**src/design/sd_pkg.sv**
```systemverilog
package sd_pkg;

    localparam int DEPTH_DEF = 16;

    localparam int POS_W    = 24;
    localparam int TIME_W   = 32;
    localparam int THR_W    = 52;
    localparam int SQ_W     = 2 * POS_W;
    localparam int DIST_W   = SQ_W + 2;
    localparam int CFG_W    = THR_W;
    localparam int CFG_IDX_W = 2;

    typedef struct packed {
        logic signed [POS_W-1:0] x;
        logic signed [POS_W-1:0] y;
        logic signed [POS_W-1:0] z;
        logic [TIME_W-1:0]       stamp;
    } t_entry;

    localparam int ENTRY_W = $bits(t_entry);

    // control of the shared squared-distance unit
    typedef struct packed {
        logic mul_en;
        logic acc_en;
        logic clear;
    } t_sq_ctrl;

endpackage

```
**src/design/sd_ram.sv**
```systemverilog
module sd_ram #(
    parameter int WIDTH = 8,
    parameter int DEPTH = 16
) (
    input  logic                     i_clk,
    input  logic                     i_we,
    input  logic [$clog2(DEPTH)-1:0] i_waddr,
    input  logic [WIDTH-1:0]         i_wdata,
    input  logic [$clog2(DEPTH)-1:0] i_raddr,
    output logic [WIDTH-1:0]         o_rdata
);

    logic [WIDTH-1:0] r_mem [DEPTH];
    logic [WIDTH-1:0] r_rdata;

    always_ff @(posedge i_clk) begin
        if (i_we) begin
            r_mem[i_waddr] <= i_wdata;
        end
        r_rdata <= r_mem[i_raddr];
    end

    assign o_rdata = r_rdata;

endmodule

```
**src/design/sd_sqdist.sv**
```systemverilog
module sd_sqdist (
    input  logic                              i_clk,
    input  sd_pkg::t_sq_ctrl                  i_ctrl,
    input  logic signed [sd_pkg::POS_W-1:0]   i_a,
    input  logic signed [sd_pkg::POS_W-1:0]   i_b,
    output logic [sd_pkg::DIST_W-1:0]         o_dist
);
    import sd_pkg::*;

    logic signed [POS_W:0]     diff;
    logic signed [2*POS_W+1:0] sq;
    logic [SQ_W-1:0]           r_prod;
    logic [DIST_W-1:0]         r_acc;

    assign diff = $signed({i_a[POS_W-1], i_a}) - $signed({i_b[POS_W-1], i_b});
    assign sq   = diff * diff;

    always_ff @(posedge i_clk) begin
        if (i_ctrl.mul_en) begin
            // square is never negative and stays below 2^48
            r_prod <= sq[SQ_W-1:0];
        end
        if (i_ctrl.clear) begin
            r_acc <= '0;
        end else if (i_ctrl.acc_en) begin
            r_acc <= r_acc + DIST_W'(r_prod);
        end
    end

    assign o_dist = r_acc;

endmodule

```
**src/design/stillness_detector_core.sv**
```systemverilog
// stillness detector core
// input channel (i_valid / o_ready) carries one beat per position sample:
// restart flag, signed 24-bit x/y/z in mm and a wrapping 32-bit ms stamp.
// output channel (o_valid / i_ready) returns one beat per input beat with the
// sticky stopped flag and the queue level after that sample.
// configuration is written through i_cfg_we / i_cfg_index / i_cfg_data; the
// user must write it only while the block is idle, not enforced by the block.
// index 0 threshold, 1 still time, 2 sample interval. one sample is handled
// at a time; o_ready is high only when idle. a restart or an already stopped
// sample goes straight to its result; otherwise the queue is scanned from
// the oldest entry, dropping far entries, until one is close or all are
// dropped. each examined entry costs one queue memory read and three passes
// of the single 25x25 squarer plus accumulate and compare.
// throughput: a new sample is taken the cycle after its result is registered.
// a finished result sits in the output register while the receiver stalls;
// the next sample is accepted meanwhile and its result waits behind it.
// reset (synchronous, active low) empties the queue, clears stopped and
// restores the default register values; queue memory needs no clearing.
module stillness_detector_core #(
    parameter int DEPTH = sd_pkg::DEPTH_DEF
) (
    input  logic                              i_clk,
    input  logic                              i_rst_n,
    input  logic                              i_valid,
    output logic                              o_ready,
    input  logic                              i_restart,
    input  logic signed [sd_pkg::POS_W-1:0]   i_pos_x,
    input  logic signed [sd_pkg::POS_W-1:0]   i_pos_y,
    input  logic signed [sd_pkg::POS_W-1:0]   i_pos_z,
    input  logic [sd_pkg::TIME_W-1:0]         i_time_ms,
    output logic                              o_valid,
    input  logic                              i_ready,
    output logic                              o_stopped,
    output logic [$clog2(DEPTH+1)-1:0]        o_queue_level,
    input  logic                              i_cfg_we,
    input  logic [sd_pkg::CFG_IDX_W-1:0]      i_cfg_index,
    input  logic [sd_pkg::CFG_W-1:0]          i_cfg_data
);
    import sd_pkg::*;

    localparam int AW = $clog2(DEPTH);
    localparam int LW = $clog2(DEPTH + 1);
    localparam logic [LW:0]   DEPTH_S = (LW + 1)'(DEPTH);
    localparam logic [AW-1:0] LAST_A  = AW'(DEPTH - 1);

    localparam logic [CFG_IDX_W-1:0] CFG_THR      = 2'd0;
    localparam logic [CFG_IDX_W-1:0] CFG_STILL    = 2'd1;
    localparam logic [CFG_IDX_W-1:0] CFG_INTERVAL = 2'd2;

    typedef enum logic [3:0] {
        S_IDLE,
        S_CHK_NEW,
        S_SCAN,
        S_SQ_X,
        S_SQ_Y,
        S_SQ_Z,
        S_SUM,
        S_DECIDE,
        S_DONE
    } t_state;

    t_state r_state;

    logic [THR_W-1:0]  r_thr;
    logic [TIME_W-1:0] r_still;
    logic [TIME_W-1:0] r_interval;

    logic [AW-1:0] r_head;
    logic [LW-1:0] r_fill;
    logic          r_stopped;

    logic signed [POS_W-1:0] r_x, r_y, r_z;
    logic [TIME_W-1:0]       r_time;

    logic          r_out_valid;
    logic          r_out_stopped;
    logic [LW-1:0] r_out_level;

    t_entry        rd_entry;
    t_entry        wr_entry;
    logic [ENTRY_W-1:0] rd_data;
    logic          wr_en;
    logic [AW-1:0] wr_addr;
    logic [AW-1:0] rd_addr;

    logic [LW:0]   sum_hf;
    logic [LW:0]   sum_newest;
    logic [AW-1:0] tail_addr;
    logic [AW-1:0] newest_addr;
    logic [AW-1:0] head_inc;
    logic          full;
    logic          push;

    t_sq_ctrl                sq_ctrl;
    logic signed [POS_W-1:0] sq_a, sq_b;
    logic [DIST_W-1:0]       sq_sum;
    logic                    far;
    logic [TIME_W-1:0]       age;

    // ring arithmetic without a modulo: sums stay below twice the depth
    assign sum_hf      = (LW + 1)'(r_head) + (LW + 1)'(r_fill);
    assign tail_addr   = (sum_hf >= DEPTH_S) ? AW'(sum_hf - DEPTH_S) : AW'(sum_hf);
    assign sum_newest  = sum_hf - (LW + 1)'(1);
    assign newest_addr = (r_fill == '0) ? r_head :
                         (sum_newest >= DEPTH_S) ? AW'(sum_newest - DEPTH_S) :
                         AW'(sum_newest);
    assign head_inc    = (r_head == LAST_A) ? '0 : r_head + AW'(1);
    assign full        = (r_fill == LW'(DEPTH));

    assign rd_entry = t_entry'(rd_data);
    assign age      = r_time - rd_entry.stamp;

    // first sample always goes in; otherwise only after the sample interval
    assign push    = (r_state == S_CHK_NEW) &&
                     ((r_fill == '0) || (age > r_interval));
    assign wr_en   = push;
    assign wr_addr = full ? r_head : tail_addr;
    assign rd_addr = (r_state == S_IDLE) ? newest_addr : r_head;

    always_comb begin
        wr_entry.x     = r_x;
        wr_entry.y     = r_y;
        wr_entry.z     = r_z;
        wr_entry.stamp = r_time;
    end

    sd_ram #(
        .WIDTH (ENTRY_W),
        .DEPTH (DEPTH)
    ) u_queue (
        .i_clk   (i_clk),
        .i_we    (wr_en),
        .i_waddr (wr_addr),
        .i_wdata (wr_entry),
        .i_raddr (rd_addr),
        .o_rdata (rd_data)
    );

    always_comb begin
        sq_ctrl = '0;
        sq_a    = r_x;
        sq_b    = rd_entry.x;
        unique case (r_state)
            S_SQ_X: begin
                sq_ctrl.mul_en = 1'b1;
                sq_ctrl.clear  = 1'b1;
            end
            S_SQ_Y: begin
                sq_ctrl.mul_en = 1'b1;
                sq_ctrl.acc_en = 1'b1;
                sq_a = r_y;
                sq_b = rd_entry.y;
            end
            S_SQ_Z: begin
                sq_ctrl.mul_en = 1'b1;
                sq_ctrl.acc_en = 1'b1;
                sq_a = r_z;
                sq_b = rd_entry.z;
            end
            S_SUM: begin
                sq_ctrl.acc_en = 1'b1;
            end
            default: begin
                sq_ctrl = '0;
            end
        endcase
    end

    sd_sqdist u_sqdist (
        .i_clk  (i_clk),
        .i_ctrl (sq_ctrl),
        .i_a    (sq_a),
        .i_b    (sq_b),
        .o_dist (sq_sum)
    );

    assign far = (THR_W'(sq_sum) > r_thr);

    always_ff @(posedge i_clk) begin
        if (!i_rst_n) begin
            r_state     <= S_IDLE;
            r_thr       <= THR_W'(10000);
            r_still     <= TIME_W'(5000);
            r_interval  <= TIME_W'(500);
            r_head      <= '0;
            r_fill      <= '0;
            r_stopped   <= 1'b0;
            r_out_valid <= 1'b0;
        end else begin
            if (i_cfg_we) begin
                unique case (i_cfg_index)
                    CFG_THR:      r_thr      <= i_cfg_data;
                    CFG_STILL:    r_still    <= i_cfg_data[TIME_W-1:0];
                    CFG_INTERVAL: r_interval <= i_cfg_data[TIME_W-1:0];
                    default:      ;
                endcase
            end

            if ((r_state == S_DONE) && (!r_out_valid || i_ready)) begin
                r_out_valid   <= 1'b1;
                r_out_stopped <= r_stopped;
                r_out_level   <= r_fill;
            end else if (r_out_valid && i_ready) begin
                r_out_valid <= 1'b0;
            end

            unique case (r_state)
                S_IDLE: begin
                    if (i_valid) begin
                        r_x    <= i_pos_x;
                        r_y    <= i_pos_y;
                        r_z    <= i_pos_z;
                        r_time <= i_time_ms;
                        if (i_restart) begin
                            r_head    <= '0;
                            r_fill    <= '0;
                            r_stopped <= 1'b0;
                            r_state   <= S_DONE;
                        end else if (r_stopped) begin
                            r_state <= S_DONE;
                        end else begin
                            r_state <= S_CHK_NEW;
                        end
                    end
                end
                S_CHK_NEW: begin
                    if (push) begin
                        if (full) begin
                            r_head <= head_inc;
                        end else begin
                            r_fill <= r_fill + LW'(1);
                        end
                    end
                    r_state <= S_SCAN;
                end
                S_SCAN: begin
                    r_state <= (r_fill == '0) ? S_DONE : S_SQ_X;
                end
                S_SQ_X: r_state <= S_SQ_Y;
                S_SQ_Y: r_state <= S_SQ_Z;
                S_SQ_Z: r_state <= S_SUM;
                S_SUM:  r_state <= S_DECIDE;
                S_DECIDE: begin
                    if (far) begin
                        r_head  <= head_inc;
                        r_fill  <= r_fill - LW'(1);
                        r_state <= S_SCAN;
                    end else begin
                        if (age > r_still) begin
                            r_stopped <= 1'b1;
                        end
                        r_state <= S_DONE;
                    end
                end
                S_DONE: begin
                    if (!r_out_valid || i_ready) begin
                        r_state <= S_IDLE;
                    end
                end
                default: r_state <= S_IDLE;
            endcase
        end
    end

    assign o_ready       = (r_state == S_IDLE);
    assign o_valid       = r_out_valid;
    assign o_stopped     = r_out_stopped;
    assign o_queue_level = r_out_level;

endmodule

```
**config.mk**
```make
export PLATFORM = sky130hd
export DESIGN_NAME = stillness_detector_core
export DESIGN_NICKNAME = d
export VERILOG_FILES = /design/src/design/sd_pkg.sv /design/src/design/sd_ram.sv /design/src/design/sd_sqdist.sv /design/src/design/stillness_detector_core.sv
export SDC_FILE = /design/constraint.sdc
export NUM_CORES = 2
export LEC_CHECK = 0
export ABC_CLOCK_PERIOD_IN_PS = 19730
export BUFFER_PORTS_ARGS = -buffer_cell sky130_fd_sc_hd__buf_2
export CAP_MARGIN = 15
export CORE_AREA = 2 2 560 562
export CTS_CLUSTER_DIAMETER = 50
export DETAILED_ROUTE_END_ITERATION = 8
export DIE_AREA = 0 0 562 564
export GPL_TIMING_DRIVEN = 0
export SYNTH_ARGS = -nofsm -noshare
export SYNTH_HDL_FRONTEND = slang
export SYNTH_SLANG_ARGS = --single-unit
```
**constraint.sdc**
```tcl
create_clock -name i_clk -period 19.73 [get_ports i_clk]
set_input_delay 4.9325 -clock i_clk [delete_from_list [all_inputs] [get_ports i_clk]]
set_output_delay 4.9325 -clock i_clk [all_outputs]
set_load 0.02 [all_outputs]
```
## Yosys cells after proc, flatten, opt, wreduce, memory -nomap -nowiden

Memories as Yosys holds them, arrays and structs flattened. A register that Yosys moved wholly into a read port is not among the register bits.
Cells that the tools add are included.

| storage, ports and cells | value |
|---|---|
| flip-flop bits (word level) | 339 |
| memories | 1 |
| word-level logic and storage cells | 116 |
| bits in read-only memories | 0 |
| latch bits | 0 |
| output and inout bits | 8 |
| memory bits (writable) | 1,664 |

| operators by class | value |
|---|---|
| multiplexer cells | 39 |
| multipliers | 1 |
| shift-type cells | 0 |
| div/mod/pow operators | 0 |
| add/sub/neg operators | 10 |
| bitwise gates (word level) | 0 |
| equal/unequal tests | 21 |
| reduce and logical (&&, ||, !) cells | 23 |
| magnitude comparators | 5 |

Memories:

| name | depth | width | read ports | clocked after memory_dff | wr ports | line | RTL |
|---|---|---|---|---|---|---|---|
| u_queue.r_mem | 16 | 104 | 1 | 1 | 1 | sd_ram.sv:13 | `logic [WIDTH-1:0] r_mem [DEPTH];` |

Operators with widths:

| operator | count |
|---|---|
| 24-bit one-hot mux with 2 select lines | 2 |
| 4-bit 2-to-1 mux | 17 |
| 32-bit greater-than comparator | 2 |
| 50-bit by 52-bit greater-than comparator with 1-bit output | 1 |
| 50-bit by 48-bit adder with 50-bit output | 1 |
| 25-bit by 25-bit multiplier with 48-bit output | 1 |
| 4-bit one-hot mux with 9 select lines | 1 |
| 32-bit subtractor | 1 |
| 5-bit 2-to-1 mux | 5 |
| 24-bit by 24-bit subtractor with 25-bit output | 1 |
| 4-bit by 3-bit == test with 1-bit output, second input constant | 4 |
| 5-bit one-hot mux with 3 select lines | 1 |
| 2-bit != test, second input constant | 7 |
| 6-bit by 5-bit >= comparator with 1-bit output, second input constant | 2 |
| 4-bit one-hot mux with 3 select lines | 1 |
| 6-bit AND reduction | 2 |
| 1-bit 2-to-1 mux | 11 |
| 2-bit AND reduction | 5 |
| 4-bit by 2-bit == test with 1-bit output, second input constant | 2 |
| 4-bit == test, second input constant | 2 |
| 4-bit by 1-bit subtractor with 4-bit output, second input constant | 2 |
| 4-bit by 5-bit adder with 6-bit output | 1 |
| 3-bit OR reduction | 2 |
| 6-bit by 1-bit subtractor with 6-bit output, second input constant | 1 |
| other kinds (19) | 24 |

## Logic depth before layout (Yosys ltp)

| logic depth | value |
|---|---|
| word-level depth | 6 |
| depth in mapped cells | 45 |

## Cells and area by module

From an unflattened synthesis, not the netlist that was laid out.

| second synthesis, totals | value |
|---|---|
| cells, all modules | 7,109 |
| area total of the unflattened synthesis | 105,009.5 µm² |

Modules (own cells, without submodules):

| module | instances | area an instance (µm²) | cells an instance |
|---|---|---|---|
| sd_ram | 1 | 64,257.9 | 2,662 |
| sd_sqdist | 1 | 26,704.4 | 2,875 |
| stillness_detector_core | 1 | 14,047.2 | 1,572 |

## Worst setup path before layout

Ideal clock, no wire load.

| timing | value |
|---|---|
| kind | reg-to-reg |
| start | reg r_state[2] |
| end | reg u_sqdist.r_prod[44] (data pin) |
| setup time | 263 ps |
| period minus slack after synthesis | 10,244 ps |
| path slack | 9,486 ps |
| required time | 19,467 ps |
| data arrival time | 9,981 ps |
| cell stages (with the launch flop) | 41 |
| cell sequence | dfxtp_1 -> clkbuf_1 -> nand2b_1 -> nor2_1 -> clkbuf_1 -> o22a_1 -> o21ai_0 -> ha_1 -> nor2b_1 -> o31a_1 -> a211oi_2 -> a211oi_1 -> a211o_1 -> a31oi_2 -> nor2b_1 -> o21ba_2 -> buf_2 -> inv_4 -> [... 5 more ...] -> inv_1 -> fa_1 -> inv_1 -> fa_1 -> fa_1 -> fa_1 -> fa_1 -> ha_1 -> clkbuf_1 -> a211o_1 -> a211oi_1 -> o32ai_1 -> a31oi_1 -> o22ai_1 -> o41a_1 -> a211o_1 -> a21oi_2 -> xnor2_1 |

| between the ends | value |
|---|---|
| cells in the longest elaborated chain, start to end | 4 |
| elaborated cells on any way between the ends | 6 |

Ends and longest elaborated chain:

| element | line | RTL |
|---|---|---|
| from (decl) | stillness_detector_core.sv:62 | `t_state r_state;` |
| from (signal assigned) | stillness_detector_core.sv:237 | `r_state <= (r_fill == '0) ? S_DONE : S_SQ_X;` |
| 4-bit by 3-bit == test with 1-bit output | stillness_detector_core.sv:143 | `unique case (r_state)` |
| 24-bit one-hot mux with 2 select lines | stillness_detector_core.sv:143 |  |
| 24-bit by 24-bit subtractor with 25-bit output * | sd_sqdist.sv:15 | `assign diff = $signed({i_a[POS_W-1], i_a}) - $signed({i_b[POS_W-1], i_b});` |
| 25-bit by 25-bit multiplier with 48-bit output * | sd_sqdist.sv:16 | `assign sq = diff * diff;` |
| via u_sqdist.sq[44] | sd_sqdist.sv:11 | `logic signed [2*POS_W+1:0] sq;` |
| to (signal assigned) | sd_sqdist.sv:21 | `r_prod <= sq[SQ_W-1:0];` |
| to (decl) | sd_sqdist.sv:12 | `logic [SQ_W-1:0] r_prod;` |

The timed path passes the listed nets; every way through them passes the cells marked *.
A chain may end at the register's enable or synchronous reset.

## Worst setup path after layout

| timing | value |
|---|---|
| start | reg r_state[2] |
| end | reg u_sqdist.r_prod[41] (data pin) |

Same word-level chain as after synthesis.

==> impl_metrics.ini <==
[clock_network]
cts.path.max_buffers = 4
cts_hold_buf = 0
cts_made_buffers = 237
path_clk_slew_ps = 60
tritoncts = yes
clk_latency_ps = 920
cts_setup_buffers = 0
clkSinkCount = 2106
htree_levels = 4
cts-root-buf = clkbuf_16
cts_resized = 0

[yosys]
ys.flop_type = edfxtp_1
postSynth.asyncResetShare_pct = 0
synthMuxAreaShare_pct = 10.0
syn_avg_cell_area_sq_um = 14.8
synth-seq-area-share_pct = 57.4
synthAdderAreaFrac_pct = 15.7
synthSimpleGateAreaFrac_pct = 5.27
synthXorXnorAreaFrac_pct = 1.36
syn_area_sq_um = 105000
netlist_instances = 7079
yosysWarnings = 0
synth_compound_area_share_pct = 6.06
syn_nets = 8203
synth_edf_count = 1821
synth_top_family_by_area = adder cells
ys_seq_elements = 2106
yosysUniqueCellTypes = 98

[die]
die_h_um = 564
die_w_um = 562
dieArea_sq_um = 317000
rows = 205
ios = 172
start_util_pct = 33.8
coreArea_sq_um = 311000

[cells_and_area]
design_area_sq_um = 121000
fillers = 28748
area_delta_synth_final_pct = 15.0
final_nets = 8702
fin_cells = 11926
drive_above_1_share_pct = 15.3

[sta]
min_period_ps = 13270
fmax_ghz = 0.0753
rsz0062_at_grt = no
drv_slew = 0
setup_viol = 0
finalClockSkew_ps = 134
worstMarginPinSlew_ps = 1380
hold_violations = 0
max_slew_margin_pct = 7.76
holdWs_ps = 454
fin_crit_sh_pct = 67.3
setup_tns_ps = 0

[route]
ant_nets = 0
via_per_inst = 5.18
drtPass1Iterations = 9
top_layer = met5
route.detailed.drc = 2
wl_met3_um = 23900
routed_wl_um = 292000
drt_iter0_drc = 6301
wl_per_cell_um = 24.5
met1_length_um = 125000
routed-wl-met2_um = 135000
vias = 61834

[critical_path]
r2r_start = r_state[2]$_SDFFE_PN0P_
cp-startpoint = r_state[2]$_SDFFE_PN0P_
slowest_stage = xor2_2
crit_buf_inv = 10
start_kind = register
crit_arrival_ps = 13810
cp_max_fo = 10
reg2reg_depth = 40
cp_top_family = adder cells
end_kind = register
timing.rr.end = u_sqdist.r_prod[41]$_DFFE_PP_
ff2ff_setup_slack_ps = 6460
critPathMaxStageDelay_ps = 870
cp_data_required_time_ps = 20270
cpMostUsedCell = fa_1
worst-setup-path-type = register to register

[run]
max_cap_violations = 0

[hold_path]
hp-start = r_thr[45]$_SDFFE_PN0P_
hold_class = register to register
hold_depth = 2
worstHoldEndpoint = r_thr[45]$_SDFFE_PN0P_

[place]
gp_congestion = 0.928
place_inst = 11477
hpwl_um = 215000
io_buffers = 170
placed_area_sq_um = 113000

[global_routing]
first_global_vias = 63503
grt_max_degree = 44
track_usage_pct = 18.3
antenna_found_initial = 24
grt-ovfl-total = 0
grt_first_pass_wirelength_um = 427000

[outcome]
failed_checks = DRC
status = finished, violations left
==> layout make-up <==
cell class | count | area, sq um | share of cell area [%]
sequential | 2106 | 60400 | 49.9
multi-input combinational | 3860 | 40500 | 33.5
clock buffer | 324 | 6660 | 5.51
tap | 4140 | 5180 | 4.28
inverter | 826 | 3100 | 2.57
timing repair buffer | 260 | 2600 | 2.15
buffer | 287 | 1290 | 1.07
clock inverter | 112 | 1170 | 0.972
antenna | 11 | 27.5 | 0.0228
==> registers in the layout, summed over array words and instances, names as in the netlist, 32 cells and up <==
name / flops
u_sqdist.o_dist: 50
r_thr: 52
u_sqdist.r_prod: 47
r_still: 32
u_queue.o_rdata: 104
r_interval: 32
r_time: 32
u_queue.r_mem: 1664
==> Yosys cell counts, drive strengths merged (8+ instances only) <==
library cell | number | area share, %
a222oi | 23 | 0.22
nand3 | 71 | 0.35
mux2i | 114 | 1.1
edfxtp | 1821 | 52
ha | 364 | 4.3
nor2b | 135 | 0.80
a21oi | 377 | 1.8
a211oi | 131 | 0.94
nor2 | 310 | 1.1
xnor2 | 109 | 0.92
and3 | 22 | 0.13
fa | 596 | 11
a211o | 10 | 0.083
nand3b | 8 | 0.057
o31ai | 15 | 0.12
xor2 | 52 | 0.44
nand4 | 48 | 0.29
buf | 121 | 0.63
a21boi | 8 | 0.057
o21bai | 28 | 0.20
a21o | 95 | 0.68
nand2 | 502 | 1.8
nor4 | 11 | 0.086
nand2b | 35 | 0.21
o211ai | 32 | 0.25
inv | 820 | 2.9
nor3 | 45 | 0.21
mux4 | 416 | 8.9
a31oi | 28 | 0.19
o21ai | 144 | 0.69
o22a | 22 | 0.18
clkbuf | 166 | 0.60
o21a | 16 | 0.11
dfxtp | 285 | 5.4
==> worst register-to-register path: cells and delay by family, from the launching register on <==
family                     cells  cell delay [ps]
DFF                            1              340
AOI/OAI and AO/OA             13             3430
adders and majority gates      9             4110
xor gates and xnor gates       2             1020
and+or+nand+nor                6             1700
buffers and inverters         10             2360
==> worst max-delay path by stage <==
stage | to | cells past startpoint
finish | u_sqdist.r_prod[41]$_DFFE_PP_ | 40
global route | u_sqdist.r_prod[41]$_DFFE_PP_ | 40
CTS | u_sqdist.r_prod[41]$_DFFE_PP_ | 40
detailed placement | u_sqdist.r_prod[46]$_DFFE_PP_ | 40
global placement | u_queue.r_mem[0][74]$_DFFE_PP_ | 24
floorplan | u_sqdist.r_prod[44]$_DFFE_PP_ | 40
==> cells by family (layout without fill, tap and decap cells) <==
family | Yosys count | after routing
compound gates | 989 | 989
xor+xnor | 161 | 161
fa+ha+maj | 960 | 960
buf+inv | 1113 | 1809
flops | 2106 | 2106
mux | 530 | 530
other cells | 0 | 11
simple gates | 1220 | 1220
==> metrics by stage <==
stage               worst slack, ps  util [%]
floorplan                      9490         -
global placement               3150      35.8
detailed placement             6750      36.4
CTS                            6680      38.9
global route                   5920      38.9
finish                         6460      38.9
==> layer usage <==
metal	track usage (%)	vias up
met3	3.54	415
met4	5.36	12
li1	-	26814
met2	28.9	2468
met1	25.6	32125
met5	0	-
==> cell usage in the layout, fill, tap and decap left out, types with 130 or more instances in the layout <==
cell type / n
clkbuf_16: 243
dfxtp_1: 285
mux4_2: 416
nor2b_1: 135
buf_2: 226
o21ai_0: 138
fa_1: 596
a21oi_1: 375
nand2_1: 500
nor2_1: 293
edfxtp_1: 1821
ha_1: 364
clkbuf_1: 215
a211oi_1: 130
inv_1: 817
Power is not shown: default switching activity piles up to over one toggle a cycle in this logic, so the estimate is an artifact.
